## src/hdl/generational_slot_allocator_macros.svh

```systemverilog
// Assertion helpers shared by the allocator RTL.
// Each macro expects clk and rst_n in scope.
`ifndef GENERATIONAL_SLOT_ALLOCATOR_MACROS_SVH
`define GENERATIONAL_SLOT_ALLOCATOR_MACROS_SVH

// Condition must hold at every edge out of reset.
`define GSA_ASSERT_ALWAYS(lbl, cond) \
    lbl: assert property (@(posedge clk) disable iff (!rst_n) (cond)) \
        else $error("assertion failed: lbl");

// Consequent must hold in the cycle after the antecedent.
`define GSA_ASSERT_NEXT(lbl, ante, cons) \
    lbl: assert property (@(posedge clk) disable iff (!rst_n) (ante) |=> (cons)) \
        else $error("assertion failed: lbl");

`endif

```

## src/hdl/gsa_ram.sv

```systemverilog
module gsa_ram #(
    parameter int WIDTH = 8,
    parameter int DEPTH = 256
) (
    input  logic                     clk,
    input  logic                     we,
    input  logic [$clog2(DEPTH)-1:0] waddr,
    input  logic [WIDTH-1:0]         wdata,
    input  logic                     re,
    input  logic [$clog2(DEPTH)-1:0] raddr,
    output logic [WIDTH-1:0]         rdata
);

    logic [WIDTH-1:0] mem [DEPTH];

    always_ff @(posedge clk)
    begin
        if (we)
        begin
            mem[waddr] <= wdata;
        end
        if (re)
        begin
            rdata <= mem[raddr];
        end
    end

endmodule

```

## config.mk

```make
export PLATFORM = sky130hd
export DESIGN_NAME = gsa_ram
export DESIGN_NICKNAME = d
export VERILOG_FILES = /design/src/hdl/generational_slot_allocator_macros.svh /design/src/hdl/gsa_ram.sv
export SDC_FILE = /design/constraint.sdc
export NUM_CORES = 2
export LEC_CHECK = 0
export BUFFER_PORTS_ARGS = -buffer_cell sky130_fd_sc_hd__buf_2
export CORE_MARGIN = 3
export CORE_UTILIZATION = 45
export DETAILED_ROUTE_END_ITERATION = 12
export PLACE_DENSITY = 0.65
export SLEW_MARGIN = 20
export SYNTH_ARGS = -nofsm -noshare
export SYNTH_HDL_FRONTEND = slang
export SYNTH_SLANG_ARGS = --single-unit
```

## constraint.sdc

```tcl
create_clock -name clk -period 3.4 [get_ports clk]
set_input_delay 0.51 -clock clk [delete_from_list [all_inputs] [get_ports clk]]
set_output_delay 0.51 -clock clk [all_outputs]
set_load 0.05 [all_outputs]
```

==> results_dict.tcl <==
set metrics [dict create \
    startpoint "raddr[0]" \
    areaGrowthSynthToFinish_pct 16.29 \
    num_io_pins 35 \
    ys_seq_area_frac 0.7753 \
    synthArstFlopShare 0 \
    crit_path_end "rdata[7]" \
    tightest_slew_ps 1061 \
    clock_tree.buffer_depth 3 \
    vdd.ir_drop.worst_v 0.0004876 \
    route.final.wire_length_mm 194.9 \
    avgSynthCellArea_sq_um 21.33 \
    hold_viol_final 0 \
    htree_levels 4 \
    syn-num-nets 3760 \
    portBuffers 34 \
    cts_setup_buffers 0 \
    mostFrequentLayoutCells "edfxtp_1, mux4_2, buf_4" \
    clk_latency_ps 840 \
    core_area_sq_um 175000 \
    track_usage 0.2150 \
    r2r_start "mem[210][5]" \
    crit_path_start_kind "input port" \
    max_freq_mhz 353.5 \
    hold_path_class "in2reg" \
    fp.dieW_um 426.7 \
    firstDrtPassIters 5 \
    cp-end-kind "flip-flop" \
    netlist.area_leader.share 0.7753 \
    start_util 0.4551 \
    synthCells 3733 \
    antenna_found_initial 3 \
    cts_tree "yes" \
    wl_per_cell_um 28.99 \
    grt_pass1_wl_mm 283.5 \
    fp-row-count 153 \
    post_cts_resized 0 \
    critPathMaxFanout 29 \
    gp_congestion 0.8744 \
    required_ps 3950 \
    drc 0 \
    cts_hold_buffers 0 \
    power.density_nw_per_um2 576.4 \
    relSlewSlack 0.2860 \
    vias_per_cell 5.964 \
    rr_worst_depth 7 \
    vias 40090 \
    post-dp-hpwl_mm 124.0 \
    reg2reg_slack_ps 750 \
    place_area_sq_um 85810 \
    stdcell_area_sq_um 92610 \
    post-place-cells 6347 \
    worstPathArrival_ps 3380 \
    ys_ff_latch 2056 \
    p_leak_nw 29.49 \
    die_h_um 426.7 \
    setup_viol 0 \
    fin_nets 4253 \
    gr-total-overflow 0 \
    rr_endpoint "rdata[5]" \
    worstSetupPathType "in2reg" \
    final_max_slew_viol_count 0 \
    period_share 0.8320 \
    root_buffer "clkbuf_16" \
    worst_slack_ps 571.3 \
    yosys.area.top_type "edfxtp_1" \
    drive_gt1_frac 0.2943 \
    synth_ff_type "edfxtp_1" \
    synth_warnings 0 \
    die_area_sq_um 182100 \
    cts_buffers 202 \
    drt-initial-drc-count 4978 \
    synth_edf_count 2056 \
    synth.cell_area_sq_um 79640 \
    grt_pass1_vias 40100 \
    layout.cells.non_filler 6723 \
    fin_crit_ps 2829 \
    drv_cap 0 \
    postRouteAntennaNets 0 \
    skew_ps 51.47 \
    path_clk_slew_ps 60 \
    rsz0062_at_grt "false" \
    outcome "finished clean" \
    yosys-top-cells-area "edfxtp_1, mux4_2, mux2i_1, nor2_1, a22oi_1" \
    netlist-cell-type-count 54 \
    grt_max_degree 130 \
    cts.sinks 2056 \
    layout_commonest_cell "edfxtp_1" \
    pre_cts_slack_ps -372.4 \
]
## registers in the layout (all words and copies together) (netlist names)
signal and count:
rdata 8, mem 2048
## per-layer routing
metal	vias up	track usage	wire length (um)
li1	16710	-	-
met1	21280	0.3089	78540
met2	1813	0.3390	93900
met3	293	0.03684	16730
met4	0	0.06674	5693
met5	-	0	0
## cell type report
cell class | count | area [sq um]
diodes | 1 | 2.502
clock buffers | 236 | 5246
clock inverters | 139 | 1548
fillers | 13350 | 82360
inverters | 2 | 7.507
multi-input cells | 1442 | 16490
flip-flops and latches | 2056 | 61740
well taps | 2325 | 2909
repair buffers | 522 | 4663
## cell families after synthesis
group                  Yosys count  share of synthesized area
AO/OA/AOI/OAI                  385                    0.03416
buffers and inverters          235                    0.01829
flip-flops                    2056                     0.7753
multiplexers                   591                     0.1460
AND/OR/NAND/NOR                466                    0.02625
## power by group
| part | total (mW) | internal (mW) | switching [mW] | leakage, nW |
|---|---|---|---|---|
| clock network | 22.7 | 13.1 | 9.59 | 3.27 |
| logic | 2.73 | 1.02 | 1.70 | 7.73 |
| registers | 28.0 | 28.0 | 0.0352 | 18.5 |
| total | 53.4 | 42.0 | 11.3 | 29.5 |
## Yosys cell counts, drive strengths merged, types with 16 or more instances
cell	n
edfxtp	2056
mux4	456
nor2	282
mux2i	134
a22oi	133
buf	122
clkbuf	111
a21oi	96
o221ai	47
nand3	34
nand2	33
nor2b	31
o22ai	28
nor4	27
nor3	22
a211oi	16
## per-stage QoR
step	total power, mW	hold slack [ps]	setup TNS (ps)	utilization
finish	53.38	83.93	0	0.5293
global route	54.87	38.62	0	0.5293
CTS	53.77	12.34	0	0.5293
detailed placement	31.27	928.0	-1385	0.4904
global placement	31.24	926.0	-1341	0.4904
floorplan	29.91	608.9	0	-
## critical path: stages
cell and delay [ps]:
buf_8 200, buf_12 220, buf_12 250, buf_4 200
mux4_2 500, a22oi_1 260, a21oi_1 170, nor4_1 880
nor4_1 100
## worst min-delay path by stage
stage / slack [ps] / depth (start not counted) / startpoint / end
final: 80 / 1 / re / rdata[2]
after global routing: 40 / 1 / re / rdata[2]
after CTS: 10 / 1 / re / rdata[2]
after detailed placement: 930 / 1 / re / rdata[2]
after global placement: 930 / 1 / re / rdata[2]
after floorplan: 610 / 0 / wdata[0] / mem[0][0]
Power figures use the tool's default switching activity.
